**config.mk**
```make
export PLATFORM = sky130hd
export DESIGN_NAME = strip_restart_stitcher_flat
export DESIGN_NICKNAME = d
export VERILOG_FILES = /design/src/hdl/srs_pkg.sv /design/src/hdl/srs_in_if.sv /design/src/hdl/srs_out_if.sv /design/src/hdl/srs_front.sv /design/src/hdl/srs_queue.sv /design/src/hdl/srs_back.sv /design/src/hdl/strip_restart_stitcher.sv /design/src/flat_wrapper.sv
export SDC_FILE = /design/constraint.sdc
export NUM_CORES = 1
export LEC_CHECK = 0
export BUFFER_PORTS_ARGS = -buffer_cell sky130_fd_sc_hd__buf_4
export CAP_MARGIN = 40
export CORE_ASPECT_RATIO = 1.75
export CORE_MARGIN = 4
export CORE_UTILIZATION = 65
export CTS_CLUSTER_DIAMETER = 150
export DETAILED_ROUTE_END_ITERATION = 10
export PLACE_DENSITY = 0.83
export SLEW_MARGIN = 20
export SYNTH_ARGS = -nofsm -noshare
export SYNTH_HDL_FRONTEND = slang
export SYNTH_SLANG_ARGS = --single-unit
```
**constraint.sdc**
```tcl
create_clock -name clk_i -period 9 [get_ports clk_i]
set_clock_uncertainty 0.15 [all_clocks]
set_input_delay 1.8 -clock clk_i [delete_from_list [all_inputs] [get_ports clk_i]]
set_output_delay 1.8 -clock clk_i [all_outputs]
set_load 0.05 [all_outputs]
```
**src/hdl/srs_pkg.sv**
```systemverilog
// Shared types and constants for the strip restart stitcher.
// No dependencies; the front end, queue, back end, top level and checker import this package.
package srs_pkg;

  // Input word fields
  localparam logic [15:0] StartBit  = 16'h8000;
  localparam logic [15:0] ClearMask = 16'h7FFF;

  // Generated position count saturates here
  localparam logic [17:0] CountMax = 18'h3FFFF;

  // Command queue between front and back
  localparam int QDepth = 4;
  localparam int QPtrW  = $clog2(QDepth);

  // Result slots of one item, in emission order
  localparam int SlotNum = 7;

  // Result kinds
  typedef enum logic [1:0] {
    KindWord  = 2'd0,
    KindPos   = 2'd1,
    KindTotal = 2'd2
  } kind_e;

  // Classified item: everything the back needs to emit its results
  typedef struct packed {
    logic [15:0] word;       // input word, start bit cleared
    logic [15:0] idx;        // position of the item in the mesh
    logic [15:0] prior_end;  // last position of the previous run
    logic        stitch;     // emit degenerate stitch pair
    logic        open;       // emit run opening pair
    logic        own;        // emit own position
    logic        last;       // emit mesh total
    logic [17:0] total;      // total after this item's positions
  } cmd_t;

endpackage

```
**src/hdl/srs_in_if.sv**
```systemverilog
// Input channel of the strip restart stitcher: valid/ready plus one strip word.
// Depends on nothing.
interface srs_in_if;
  logic        valid;
  logic        ready;
  logic [15:0] strip_word;
  logic        mesh_end;

  modport source (output valid, output strip_word, output mesh_end, input ready);
  modport sink   (input valid, input strip_word, input mesh_end, output ready);
endinterface

```
**src/hdl/srs_out_if.sv**
```systemverilog
// Output channel of the strip restart stitcher: valid/ready plus one result.
// Depends on nothing.
interface srs_out_if;
  logic        valid;
  logic        ready;
  logic [1:0]  kind;
  logic [15:0] word;
  logic [17:0] total;
  logic        final_res;

  modport source (output valid, output kind, output word, output total,
                  output final_res, input ready);
  modport sink   (input valid, input kind, input word, input total,
                  input final_res, output ready);
endinterface

```
**src/hdl/srs_front.sv**
```systemverilog
// Front end: accepts strip words, tracks mesh state and classifies each beat
// into a command for the queue. Depends on srs_pkg and srs_in_if.
module srs_front (
  input  logic         clk_i,
  input  logic         rst_ni,
  srs_in_if.sink       in_ch,
  input  logic         q_full_i,
  output logic         q_push_o,
  output srs_pkg::cmd_t q_cmd_o
);
  import srs_pkg::*;

  logic [15:0] position_q, position_d;
  logic        run_active_q, run_active_d;
  logic [15:0] prior_end_q, prior_end_d;
  logic        prior_valid_q, prior_valid_d;
  logic [17:0] count_q, count_d;

  logic        continues;
  logic        open_run;
  logic        stitch;
  logic [2:0]  n_pos;
  logic [18:0] count_sum;
  logic [17:0] count_new;

  // Accept whenever the queue has room
  assign in_ch.ready = !q_full_i;
  assign q_push_o    = in_ch.valid && !q_full_i;

  // Classify the beat
  always_comb begin
    continues = (position_q > 16'd1) && ((in_ch.strip_word & StartBit) == 16'd0);
    open_run  = continues && !run_active_q;
    stitch    = open_run && prior_valid_q;
    n_pos     = {stitch, 1'b0} + {open_run, 1'b0} + {2'b00, continues};
    count_sum = {1'b0, count_q} + {16'd0, n_pos};
    count_new = (count_sum > {1'b0, CountMax}) ? CountMax : count_sum[17:0];
  end

  always_comb begin
    q_cmd_o.word      = in_ch.strip_word & ClearMask;
    q_cmd_o.idx       = position_q;
    q_cmd_o.prior_end = prior_end_q;
    q_cmd_o.stitch    = stitch;
    q_cmd_o.open      = open_run;
    q_cmd_o.own       = continues;
    q_cmd_o.last      = in_ch.mesh_end;
    q_cmd_o.total     = count_new;
  end

  // Advance mesh state; clear it on the last word of a mesh
  always_comb begin
    position_d    = position_q;
    run_active_d  = run_active_q;
    prior_end_d   = prior_end_q;
    prior_valid_d = prior_valid_q;
    count_d       = count_q;
    if (q_push_o) begin
      if (in_ch.mesh_end) begin
        position_d    = 16'd0;
        run_active_d  = 1'b0;
        prior_end_d   = 16'd0;
        prior_valid_d = 1'b0;
        count_d       = 18'd0;
      end else begin
        position_d   = position_q + 16'd1;
        run_active_d = continues;
        count_d      = count_new;
        if (continues) begin
          prior_end_d   = position_q;
          prior_valid_d = 1'b1;
        end
      end
    end
  end

  always_ff @(posedge clk_i or negedge rst_ni) begin
    if (!rst_ni) begin
      position_q    <= 16'd0;
      run_active_q  <= 1'b0;
      prior_end_q   <= 16'd0;
      prior_valid_q <= 1'b0;
      count_q       <= 18'd0;
    end else begin
      position_q    <= position_d;
      run_active_q  <= run_active_d;
      prior_end_q   <= prior_end_d;
      prior_valid_q <= prior_valid_d;
      count_q       <= count_d;
    end
  end

endmodule

```
**src/hdl/srs_queue.sv**
```systemverilog
// Short command queue that decouples the front end from the back end.
// Depends on srs_pkg.
module srs_queue (
  input  logic          clk_i,
  input  logic          rst_ni,
  input  logic          push_i,
  input  srs_pkg::cmd_t push_cmd_i,
  input  logic          pop_i,
  output srs_pkg::cmd_t head_cmd_o,
  output logic          full_o,
  output logic          empty_o
);
  import srs_pkg::*;

  cmd_t             mem_q [QDepth];
  logic [QPtrW-1:0] wr_ptr_q, wr_ptr_d;
  logic [QPtrW-1:0] rd_ptr_q, rd_ptr_d;
  logic [QPtrW:0]   fill_q, fill_d;

  assign full_o     = (fill_q == (QPtrW+1)'(QDepth));
  assign empty_o    = (fill_q == '0);
  assign head_cmd_o = mem_q[rd_ptr_q];

  // Store the pushed command
  always_ff @(posedge clk_i) begin
    if (push_i) begin
      mem_q[wr_ptr_q] <= push_cmd_i;
    end
  end

  // Advance pointers and fill level
  always_comb begin
    wr_ptr_d = wr_ptr_q;
    rd_ptr_d = rd_ptr_q;
    fill_d   = fill_q;
    if (push_i) begin
      wr_ptr_d = (wr_ptr_q == QPtrW'(QDepth - 1)) ? '0 : wr_ptr_q + 1'b1;
    end
    if (pop_i) begin
      rd_ptr_d = (rd_ptr_q == QPtrW'(QDepth - 1)) ? '0 : rd_ptr_q + 1'b1;
    end
    if (push_i && !pop_i) begin
      fill_d = fill_q + 1'b1;
    end else if (pop_i && !push_i) begin
      fill_d = fill_q - 1'b1;
    end
  end

  always_ff @(posedge clk_i or negedge rst_ni) begin
    if (!rst_ni) begin
      wr_ptr_q <= '0;
      rd_ptr_q <= '0;
      fill_q   <= '0;
    end else begin
      wr_ptr_q <= wr_ptr_d;
      rd_ptr_q <= rd_ptr_d;
      fill_q   <= fill_d;
    end
  end

endmodule

```
**src/hdl/srs_back.sv**
```systemverilog
// Back end: walks the result slots of the head command, one result beat per
// cycle unless stalled, into the output register. Depends on srs_pkg, srs_out_if.
module srs_back (
  input  logic          clk_i,
  input  logic          rst_ni,
  input  srs_pkg::cmd_t head_cmd_i,
  input  logic          q_empty_i,
  output logic          q_pop_o,
  srs_out_if.source     out_ch
);
  import srs_pkg::*;

  // Slot codes, in emission order
  localparam logic [2:0] SlotWord    = 3'd0;
  localparam logic [2:0] SlotStitchA = 3'd1;
  localparam logic [2:0] SlotStitchB = 3'd2;
  localparam logic [2:0] SlotOpenA   = 3'd3;
  localparam logic [2:0] SlotOpenB   = 3'd4;
  localparam logic [2:0] SlotOwn     = 3'd5;
  localparam logic [2:0] SlotTotal   = 3'd6;

  logic [2:0]         slot_q, slot_d;
  logic [SlotNum-1:0] mask;
  logic [2:0]         nxt;
  logic               found;
  logic               load;
  logic               fire;

  logic        valid_q, valid_d;
  kind_e       kind_q, kind_d;
  logic [15:0] word_q, word_d;
  logic [17:0] total_q, total_d;
  logic        final_q, final_d;

  assign out_ch.valid     = valid_q;
  assign out_ch.kind      = kind_q;
  assign out_ch.word      = word_q;
  assign out_ch.total     = total_q;
  assign out_ch.final_res = final_q;

  // Slots present in the head command
  assign mask = {head_cmd_i.last, head_cmd_i.own, head_cmd_i.open, head_cmd_i.open,
                 head_cmd_i.stitch, head_cmd_i.stitch, 1'b1};

  // Output register free or being drained
  assign load    = !valid_q || out_ch.ready;
  assign fire    = load && !q_empty_i;
  assign q_pop_o = fire && !found;

  // Find the next present slot above the current one
  always_comb begin
    nxt   = slot_q;
    found = 1'b0;
    for (int i = SlotNum - 1; i >= 0; i--) begin
      if (mask[i] && (3'(i) > slot_q)) begin
        nxt   = 3'(i);
        found = 1'b1;
      end
    end
  end

  // Build the result for the current slot
  always_comb begin
    slot_d  = slot_q;
    valid_d = valid_q;
    kind_d  = kind_q;
    word_d  = word_q;
    total_d = total_q;
    final_d = final_q;
    if (fire) begin
      valid_d = 1'b1;
      final_d = !found;
      slot_d  = found ? nxt : SlotWord;
      kind_d  = KindPos;
      total_d = 18'd0;
      case (slot_q)
        SlotWord: begin
          kind_d = KindWord;
          word_d = head_cmd_i.word;
        end
        SlotStitchA: word_d = head_cmd_i.prior_end;
        SlotStitchB: word_d = head_cmd_i.idx - 16'd2;
        SlotOpenA:   word_d = head_cmd_i.idx - 16'd2;
        SlotOpenB:   word_d = head_cmd_i.idx - 16'd1;
        SlotOwn:     word_d = head_cmd_i.idx;
        SlotTotal: begin
          kind_d  = KindTotal;
          word_d  = 16'd0;
          total_d = head_cmd_i.total;
        end
        default: begin
          kind_d = KindWord;
          word_d = head_cmd_i.word;
        end
      endcase
    end else if (load) begin
      valid_d = 1'b0;
    end
  end

  always_ff @(posedge clk_i or negedge rst_ni) begin
    if (!rst_ni) begin
      slot_q  <= SlotWord;
      valid_q <= 1'b0;
    end else begin
      slot_q  <= slot_d;
      valid_q <= valid_d;
    end
  end

  // Hold payload while stalled
  always_ff @(posedge clk_i) begin
    kind_q  <= kind_d;
    word_q  <= word_d;
    total_q <= total_d;
    final_q <= final_d;
  end

endmodule

```
**src/hdl/strip_restart_stitcher.sv**
```systemverilog
// Top level of the strip restart stitcher: front end, command queue, back end.
// Depends on srs_pkg, srs_in_if, srs_out_if, srs_front, srs_queue, srs_back.
//
// Usage:
//   in_ch carries one strip word per beat, with mesh_end on the last word of a
//   mesh. out_ch carries the results: the cleared word, then any stitch pair,
//   run opening pair and own position, then the mesh total on the last word;
//   final_res marks the last result beat of each input beat.
//   The first result of an input beat passes through the queue and then the
//   output register. Throughput: one result beat per cycle while out_ch.ready
//   is high, set by the single output register; an input beat yields 1 to 7
//   result beats, 4 commands may wait in the queue, so input is taken every
//   cycle while the queue has room, even when the output is stalled.
//   Stall: when out_ch.ready is low the output beat holds, the back end waits,
//   and in_ch.ready drops once the queue is full.
//   Reset: clears mesh state (position, run tracking, generated count), the
//   queue and the output valid; nothing is pending afterwards.
module strip_restart_stitcher (
  input  logic      clk_i,
  input  logic      rst_ni,
  srs_in_if.sink    in_ch,
  srs_out_if.source out_ch
);
  import srs_pkg::*;

  logic push;
  logic pop;
  logic full;
  logic empty;
  cmd_t push_cmd;
  cmd_t head_cmd;

  srs_front u_front (
    .clk_i    (clk_i),
    .rst_ni   (rst_ni),
    .in_ch    (in_ch),
    .q_full_i (full),
    .q_push_o (push),
    .q_cmd_o  (push_cmd)
  );

  srs_queue u_queue (
    .clk_i      (clk_i),
    .rst_ni     (rst_ni),
    .push_i     (push),
    .push_cmd_i (push_cmd),
    .pop_i      (pop),
    .head_cmd_o (head_cmd),
    .full_o     (full),
    .empty_o    (empty)
  );

  srs_back u_back (
    .clk_i      (clk_i),
    .rst_ni     (rst_ni),
    .head_cmd_i (head_cmd),
    .q_empty_i  (empty),
    .q_pop_o    (pop),
    .out_ch     (out_ch)
  );

endmodule

```
**src/flat_wrapper.sv**
```systemverilog
// flat-port wrapper written by rule: the top's interface ports become plain ports
module strip_restart_stitcher_flat import srs_pkg::*;
  (clk_i, rst_ni, in_ch_valid, in_ch_strip_word, in_ch_mesh_end, in_ch_ready, out_ch_valid, out_ch_kind, out_ch_word, out_ch_total, out_ch_final_res, out_ch_ready);
  srs_in_if in_ch_i ();
  srs_out_if out_ch_i ();
  input  logic clk_i;
  input  logic rst_ni;
  input wire logic [$bits(in_ch_i.valid)-1:0] in_ch_valid;
  input wire logic [$bits(in_ch_i.strip_word)-1:0] in_ch_strip_word;
  input wire logic [$bits(in_ch_i.mesh_end)-1:0] in_ch_mesh_end;
  output wire logic [$bits(in_ch_i.ready)-1:0] in_ch_ready;
  output wire logic [$bits(out_ch_i.valid)-1:0] out_ch_valid;
  output wire logic [$bits(out_ch_i.kind)-1:0] out_ch_kind;
  output wire logic [$bits(out_ch_i.word)-1:0] out_ch_word;
  output wire logic [$bits(out_ch_i.total)-1:0] out_ch_total;
  output wire logic [$bits(out_ch_i.final_res)-1:0] out_ch_final_res;
  input wire logic [$bits(out_ch_i.ready)-1:0] out_ch_ready;
  assign in_ch_i.valid = in_ch_valid;
  assign in_ch_i.strip_word = in_ch_strip_word;
  assign in_ch_i.mesh_end = in_ch_mesh_end;
  assign in_ch_ready = in_ch_i.ready;
  assign out_ch_valid = out_ch_i.valid;
  assign out_ch_kind = out_ch_i.kind;
  assign out_ch_word = out_ch_i.word;
  assign out_ch_total = out_ch_i.total;
  assign out_ch_final_res = out_ch_i.final_res;
  assign out_ch_i.ready = out_ch_ready;
  strip_restart_stitcher u_core (.clk_i(clk_i), .rst_ni(rst_ni), .in_ch(in_ch_i), .out_ch(out_ch_i));
endmodule
```
==> run metrics, run 1 <==
first drt pass iteration count 5; internal reg-to-reg setup slack 3.82 ns; crit-path max FO 27; Worst R2R Path Depth 14; Die Y 214 um; FP Rows 75; final period utilization 60.2%; Layout area overhead 11.9%; clock latency on the worst-skew pair 0.58 ns; largest net degree at the start of global routing 55; FMAX 185 MHz; critical path class input port to flip-flop; initial drt markers 1,121; worst path arrival time 5.52 ns; crit path launch type input port; clk sinks 376; CTS Buf Count 31; r2r endpoint u_core.u_queue.mem_q[1][5]; Synth area leader edfxtp_1; initial antenna violation count 0; io pins 60; most frequently used flop master after synthesis edfxtp_1; synth top area cells edfxtp_1 60%, dfrtp_1 10%, mux4_2 8.7%; # diodes 0; FFs w/ async S/R, synth 16.8%; power per cell area 340 mW/mm^2; Crit Reg-Reg Startpoint u_core.u_front.position_q[0]; Slew Limit Fails 0; Hold Crit Class flip-flop to flip-flop; Setup TNS 0 ns; Leak 6.36 nW; Fillers 1,433; NumNets Final 1,061; GR Util All Layers 27.0%; multi-input logic area 0.00447 mm^2; worst-margin pin slew 0.849 ns; crit end category flip-flop; minimum clock period 5.41 ns; Yosys Warn Count 0; Max-Slew Margin vs Limit 43.4%; CTS tree done; crit path launch in_ch_strip_word[15]; post-synth cell types 66; mapped cell area 0.0157 mm^2; Post-synth EDFFs 313; Die W 126 um; die area 0.0268 mm^2; routed wire length 35,800 um; max-cap viol count 0; final hold viol count 0; antenna-violating nets left 0; H-tree depth 1; core area 0.0239 mm^2; flip-flop and latch count after synthesis 376; Register Area 0.0110 mm^2; RePlAce Congestion 0.911; hold_buf cts 0; Root Buffer clkbuf_16; DR vias/cell 6.78; Synth top area share 59.8%; clock transition at the registers of the reported paths 0.07 ns; endpoints failing setup 0; first-pass GRT wire length 54,800 um; WP data required 9.11 ns; DRC errors left 0; status finished clean; input/output buffers 59; Initial Util 65.7%; sequential cell area fraction in the yosys report 69.8%; Routed wire per std cell 26.4 um; # Post-CTS Setup Buffers 0; Gate Count Post-Synth 965; DR vias 9,181; hpwl dp 21,600 um; layout cells sized above 1 20.8%; syn nets 1,004; most frequent cells in the layout 313 x edfxtp_1, 72 x buf_4, 62 x nand2_1; vias in the first global route 9,775; RSZ-0062 raised after global routing false; Final Power 5.98 mW; most common cell after layout, fill and taps aside edfxtp_1; Remaining Overflow, GRT 0; crit path capture u_core.u_queue.mem_q[1][5]; post_cts resized 0; final core utilization 73.6%; Max Buffers Root-to-Sink 3; Synth Area per Inst 16.3 um^2; Worst VDD drop 210 uV
## metal layers
metal  GRT usage [%]  up-vias  share of wire, %  wire length (um)
met2            51.0      479                56             20100
li1                -     3891                 -                 -
met3            3.54      145               5.7              2050
met1            29.0     4666                33             11700
met5               0        -                 0                 0
met4            15.2        0               5.4              1930
## critical path: stages
cell and delay [ns]:
buf_4 0.12, a41oi_1 0.56, nor2b_1 0.47, and2_1 0.32, fa_1 0.46, ha_1 0.23
a21oi_1 0.28, nor2b_1 0.16, nand3_1 0.26, or2_2 0.54, o21ai_0 0.31
## report_power, final
group	internal [mW]	switching [mW]
clock	0.803	0.602
sequential	2.33	0.213
combinational	0.754	1.28
total	3.89	2.10
## Yosys cell counts, types with 5 or more instances
cell and number:
a21oi_1 35, dfrtp_1 63, o22a_1 10, mux4_1 8, nor4_1 9, nor2b_1 22
or2_2 7, a22o_1 23, clkbuf_1 34, nand3_1 14, xor2_1 12, and3_1 9
xnor2_1 11, buf_2 8, nand4_1 6, a31oi_1 14, o21a_1 8, inv_1 22
o21ai_0 36, and2_1 5, mux4_2 61, mux2_2 9, nand2b_1 8, nor2_1 48
nor3_1 14, mux2i_1 9, ha_1 15, nand2_1 62, edfxtp_1 313, or3_1 5
## cells by family (layout without fill, tap and decap cells)
| family | count (synthesis) | after routing | synth area share [%] |
|---|---|---|---|
| AO/OA/AOI/OAI | 163 | 163 | 6.94 |
| XOR/XNOR | 23 | 23 | 1.28 |
| adder cells (fa/ha/maj) | 18 | 18 | 1.58 |
| buffers and inverters | 75 | 157 | 2.01 |
| flip-flops | 376 | 376 | 69.8 |
| multiplexers | 87 | 87 | 11.3 |
| AND/OR/NAND/NOR | 223 | 223 | 7.11 |
## through the flow
| stage | worst slack, ns | instances | hold slack, ns | instance area [um^2] |
|---|---|---|---|---|
| final | 3.59 | 1355 | 0.352 | 17600 |
| after global routing | 3.40 | 1355 | 0.381 | 17600 |
| after floorplan | 3.47 | 965 | 0.300 | 15700 |
| after global placement | 3.34 | 1292 | 0.311 | 16500 |
| after detailed placement | 3.08 | 1296 | 0.339 | 16500 |
| after CTS | 3.66 | 1354 | 0.352 | 17600 |
## state kept, by name (all words and copies together) (netlist names), 2 cells and up
signal,flops
u_core.u_queue.wr_ptr_q,2
u_core.u_back.out_ch.kind,2
u_core.u_queue.rd_ptr_q,2
u_core.u_queue.mem_q,276
u_core.u_front.prior_end_q,16
u_core.u_back.slot_q,3
u_core.u_front.count_q,18
u_core.u_queue.fill_q,3
u_core.u_front.position_q,16
u_core.u_back.out_ch.word,16
u_core.u_back.out_ch.total,18
## layout make-up
cell class                      instances  share of cell area (%)
Sequential cell                       376                    62.4
Multi-Input combinational cell        514                    25.4
Clock buffer                           40                    4.77
Timing Repair Buffer                   76                    3.51
Tap cell                              308                    2.19
Clock inverter                         18                    1.27
Inverter                               23                   0.490
## worst min-delay path by stage
stage	startpoint	endpoint	slack [ns]	depth (start not counted)
global route	u_core.u_front.run_active_q	u_core.u_front.run_active_q	0.38	1
finish	u_core.u_queue.fill_q[2]	u_core.u_queue.fill_q[2]	0.35	1
CTS	u_core.u_queue.fill_q[2]	u_core.u_queue.fill_q[2]	0.35	1
floorplan	u_core.u_front.run_active_q	u_core.u_front.run_active_q	0.30	1
detailed placement	u_core.u_queue.fill_q[2]	u_core.u_queue.fill_q[2]	0.34	1
global placement	u_core.u_front.run_active_q	u_core.u_front.run_active_q	0.31	1
No activity file was read; power rests on OpenSTA's default activity.
==> run 2: changes to the inputs <==
- CORE_UTILIZATION: 65 -> 62
- PLACE_DENSITY: 0.83 -> 0.8
- clock period: 9 -> 5.4 ns (I/O delays scaled with it)
==> run metrics, run 2 (synthesized netlist as in run 1, its figures left out) <==
crit-path max FO 27; core area 0.0248 mm^2; CTS tree done; power per cell area 561 mW/mm^2; first drt pass iteration count 6; # Post-CTS Setup Buffers 0; internal reg-to-reg setup slack 0.75 ns; RSZ-0062 raised after global routing false; number of flip-flops in the largest register 276; CTS Buf Count 34; GR Util All Layers 24.3%; clock transition at the registers of the reported paths 0.07 ns; routed wire length 32,900 um; crit path launch u_core.u_front.position_q[0]; input/output buffers 59; worst-margin pin slew 0.763 ns; WP data required 5.46 ns; first-pass GRT wire length 51,600 um; Worst path slowest cell or2_2; Leak 6.40 nW; status finished clean; endpoints failing setup 0; Worst R2R Path Depth 15; max incr delay on CP 0.51 ns; switching share of power 34.3%; die area 0.0281 mm^2; worst path arrival time 4.71 ns; most frequent cells in the layout 313 x edfxtp_1, 75 x buf_4, 62 x nand2_1; NumNets Final 1,068; crit path launch type flip-flop; clock latency on the worst-skew pair 0.52 ns; sw power 3.41 mW; io pins 60; Die W 128 um; final period utilization 86.1%; crit end category flip-flop; initial drt markers 1,026; register with the most flip-flops u_core.u_queue.mem_q; Remaining Overflow, GRT 0; Routed wire per std cell 24.1 um; H-tree depth 2; Layout area overhead 12.5%; hold_buf cts 0; vias in the first global route 9,254; crit-path cells inv_1 > ha_1 > nor2_1 > nor3_1 > a41oi_1 > buf_4 > nor2b_1 > and2_1 > fa_1 > ha_1 > a21oi_1 > nor2b_1 > nand3_1 > or2_2 > o21ai_0; max-cap viol count 0; P_int 6.52 mW; Flop pwr share 42.0%; Worst VDD drop 362 uV; Max-Slew Margin vs Limit 49.1%; hpwl dp 20,900 um; initial antenna violation count 0; final hold viol count 0; fin area 0.0177 mm^2; Fillers 1,544; minimum clock period 4.65 ns; DR vias 8,803; Slew Limit Fails 0; Die Y 219 um; post_cts resized 0; Hold Crit Class input port to asynchronous set/reset pin; Setup TNS 0 ns; layout cells sized above 1 21.2%; Max Buffers Root-to-Sink 3; Clk pwr share 23.9%; RePlAce Congestion 0.951; crit path capture u_core.u_queue.mem_q[2][5]; FMAX 215 MHz; DP Area 0.0165 mm^2; r2r endpoint u_core.u_queue.mem_q[2][5]; Initial Util 63.4%; antenna-violating nets left 0; Root Buffer clkbuf_16; # diodes 0; DR vias/cell 6.44; Crit Reg-Reg Startpoint u_core.u_front.position_q[0]; critical path class flip-flop to flip-flop; most common cell after layout, fill and taps aside edfxtp_1; DRC errors left 0; FP Rows 76; clk sinks 376; Comb pwr share 34.1%; largest net degree at the start of global routing 52; final core utilization 71.3%
run 2: cell types whose count changed in the layout (fill, tap and decap cells not counted), moves of 2 or more:
cell | previous run | this run
clkinv_2 | 6 | 2
inv_6 | 2 | 4
clkbuf_1 | 6 | 8
buf_4 | 72 | 75
bufinv_16 | 5 | 2
clkbuf_16 | 31 | 35
run 2: layout make-up:
| cell class | instances | area (um^2) | area share [%] |
|---|---|---|---|
| repair buffers | 80 | 661 | 3.74 |
| clock inverters | 14 | 140 | 0.792 |
| well taps | 312 | 390 | 2.21 |
| flip-flops and latches | 376 | 11000 | 62.1 |
| multi-input cells | 514 | 4470 | 25.3 |
| clock buffers | 47 | 961 | 5.43 |
| inverters | 23 | 86.3 | 0.488 |
run 2: power by group through the flow:
stage,clock (mW),sequential [mW],combinational [mW]
6_report,2.37,4.17,3.39
5_1_grt,2.53,4.23,3.63
4_1_cts,2.40,4.22,3.34
3_5_place_dp,0,4.27,3.32
3_3_place_gp,0,4.26,3.24
2_1_floorplan,0,4.52,2.06
run 2: per-stage QoR:
stage          worst slack (ns)  hold WS [ns]  power, mW  instances
3_3_place_gp              0.767         0.312       7.50       1300
3_5_place_dp              0.572         0.326       7.59       1302
2_1_floorplan             0.594         0.300       6.58        965
5_1_grt                   0.411         0.243       10.4       1366
4_1_cts                   0.756         0.245       9.97       1363
6_report                  0.748         0.251       9.93       1366
run 2: worst max-delay path: cells and delay by family, from the launching register on:
family	cells	cell delay, ns
DFF	1	0.49
and+or+nand+nor	7	1.71
AOI/OAI and AO/OA	3	0.80
adders and majority gates	3	0.90
buffers and inverters	2	0.29
run 2: how the worst min path moves through the flow:
stage                                            from                             to  slack, ns  depth (start not counted)
after floorplan           u_core.u_front.run_active_q    u_core.u_front.run_active_q       0.30                          1
after global placement    u_core.u_front.run_active_q    u_core.u_front.run_active_q       0.31                          1
after detailed placement     u_core.u_queue.fill_q[2]       u_core.u_queue.fill_q[2]       0.33                          1
after CTS                                      rst_ni  u_core.u_front.prior_end_q[8]       0.25                          1
after global routing                           rst_ni  u_core.u_front.prior_end_q[8]       0.24                          1
final                                          rst_ni  u_core.u_front.prior_end_q[6]       0.25                          1
run 2: layer usage:
layer | GRT usage (%) | vias up | share of wire, %
met1 | 28.3 | 4458 | 36
met2 | 43.3 | 337 | 54
met5 | 0 | - | 0
met4 | 12.0 | 0 | 4.8
met3 | 3.91 | 111 | 5.1
li1 | - | 3897 | -
==> run 3: changes to the inputs <==
- CORE_UTILIZATION: 62 -> 64
- CTS_BUF_LIST: not set -> sky130_fd_sc_hd__clkbuf_2
- PLACE_DENSITY: 0.8 -> 0.82
==> run metrics, run 3 (synthesized netlist as in run 1, its figures left out) <==
status finished clean; critical path class flip-flop to flip-flop; FP Rows 75; endpoints failing setup 0; most used routing layer met2; most frequent cells in the layout 313 x edfxtp_1, 115 x clkbuf_2, 74 x buf_4; largest net degree at the start of global routing 52; input/output buffers 59; met3 usage 4.75%; Leak 6.42 nW; met1 Usage GRT 27.5%; Crit Reg-Reg Startpoint u_core.u_front.position_q[1]; initial antenna violation count 2; clock latency on the worst-skew pair 0.91 ns; # Post-CTS Setup Buffers 0; final period utilization 85.5%; routed wire length 33,500 um; WP data required 5.85 ns; Worst path slowest cell dfrtp_1; layout cells sized above 1 26.2%; max incr delay on CP 0.51 ns; crit path launch type flip-flop; H-tree depth 3; PnR worst setup slack 0.782 ns; Routed wire per std cell 23.1 um; Hold Path Cell Cnt 1; worst-margin pin slew 0.833 ns; antenna-violating nets left 0; Final Power 9.23 mW; hold_sp in_ch_strip_word[7]; Worst R2R Path Depth 15; CTS Buf Count 80; RSZ-0062 raised after global routing false; die area 0.0272 mm^2; GR Util All Layers 25.3%; FMAX 217 MHz; Layout area overhead 10.2%; crit-path cells inv_1 > ha_1 > nor2_1 > nor3_1 > a41oi_1 > buf_4 > nor2b_1 > and2_1 > fa_1 > ha_1 > a21oi_1 > nor2b_1 > nand3_1 > or2_2 > o21ai_0; minimum clock period 4.62 ns; Max Buffers Root-to-Sink 3; max-cap viol count 0; most common cell after layout, fill and taps aside edfxtp_1; final hold viol count 0; worst path arrival time 5.07 ns; clock transition at the registers of the reported paths 0.12 ns; Crit path max-delay family simple AND/OR/NAND/NOR gates; hpwl dp 21,400 um; register with the most flip-flops u_core.u_queue.mem_q; first drt pass iteration count 7; DR vias 9,178; DR vias/cell 6.33; RePlAce Congestion 0.924; NumNets Final 1,114; Remaining Overflow, GRT 0; initial drt markers 934; Final Non-Filler Cells 1,449; core area 0.0241 mm^2; io pins 60; DRC errors left 0; dpl ws 0.557 ns; crit end category flip-flop; vias in the first global route 9,759; power per cell area 533 mW/mm^2; crit-path max FO 27; r2r endpoint u_core.u_queue.mem_q[1][5]; Max-Slew Margin vs Limit 44.5%; Slew Limit Fails 0; Setup TNS 0 ns; final core utilization 71.8%; Fillers 1,551; clk sinks 376; first-pass GRT wire length 52,500 um; hold-critical path endpoint u_core.u_queue.mem_q[3][61]; buffer and inverter count on the worst path 2; post_cts resized 0; Die W 126 um; number of flip-flops in the largest register 276; CTS tree done; Die Y 215 um; Worst VDD drop 307 uV; Initial Util 65.2%; Root Buffer clkbuf_2; M2 GR Usage 45.9%; internal reg-to-reg setup slack 0.78 ns; Placed Instances 1,300; Hold Crit Class input port to flip-flop
==> run 3: power by group <==
| part | internal, mW | switching [mW] |
|---|---|---|
| registers | 3.87 | 0.332 |
| clock network | 0.626 | 1.05 |
| logic | 1.28 | 2.07 |
==> run 3: per-stage QoR <==
step / hold WS, ns / area (um^2)
floorplan: 0.300 / 15700
finish: 0.244 / 17300
global placement: 0.320 / 16500
CTS: 0.152 / 17300
global route: 0.160 / 17300
detailed placement: 0.322 / 16600
==> run 3: area by class of cell <==
type,count,area [um^2],share of cell area (%)
tap,308,385,2.22
sequential,376,11000,63.4
timing repair buffer,80,672,3.88
antenna,2,5.00,0.0289
inverter,23,86.3,0.498
clock buffer,115,576,3.32
clock inverter,31,155,0.895
multi-input combinational,514,4470,25.8
==> run 3: how the worst max path moves through the flow <==
stage / from / to / slack, ns / cells past startpoint
2_1_floorplan: in_ch_strip_word[15] / u_core.u_queue.mem_q[0][5] / 0.59 / 13
3_3_place_gp: in_ch_strip_word[15] / u_core.u_queue.mem_q[0][5] / 0.70 / 12
3_5_place_dp: in_ch_strip_word[15] / u_core.u_queue.mem_q[0][5] / 0.56 / 12
4_1_cts: u_core.u_front.position_q[1] / u_core.u_front.count_q[0] / 0.79 / 16
5_1_grt: u_core.u_front.position_q[1] / u_core.u_queue.mem_q[3][5] / 0.42 / 15
6_report: u_core.u_front.position_q[1] / u_core.u_queue.mem_q[1][5] / 0.78 / 15
==> run 3: worst register-to-register path: cells and delay by family (launching register included) <==
| kind | cells | cell delay [ns] |
|---|---|---|
| simple gates | 7 | 1.74 |
| compound gates | 3 | 0.78 |
| flops | 1 | 0.51 |
| buf+inv | 2 | 0.32 |
| fa+ha+maj | 3 | 0.88 |
==> run 3: routing by layer <==
metal  wire [um]  vias to the layer above
li1            -                     4059
met1       11200                     4597
met2       18800                      422
met3        2000                      100
met4        1510                        0
met5           0                        -
==> run 3: timing repair <==
action,CTS,global route
endpoints found under the setup margin,0,0
hold buffers,1,0
hold endpoints to repair,12,0
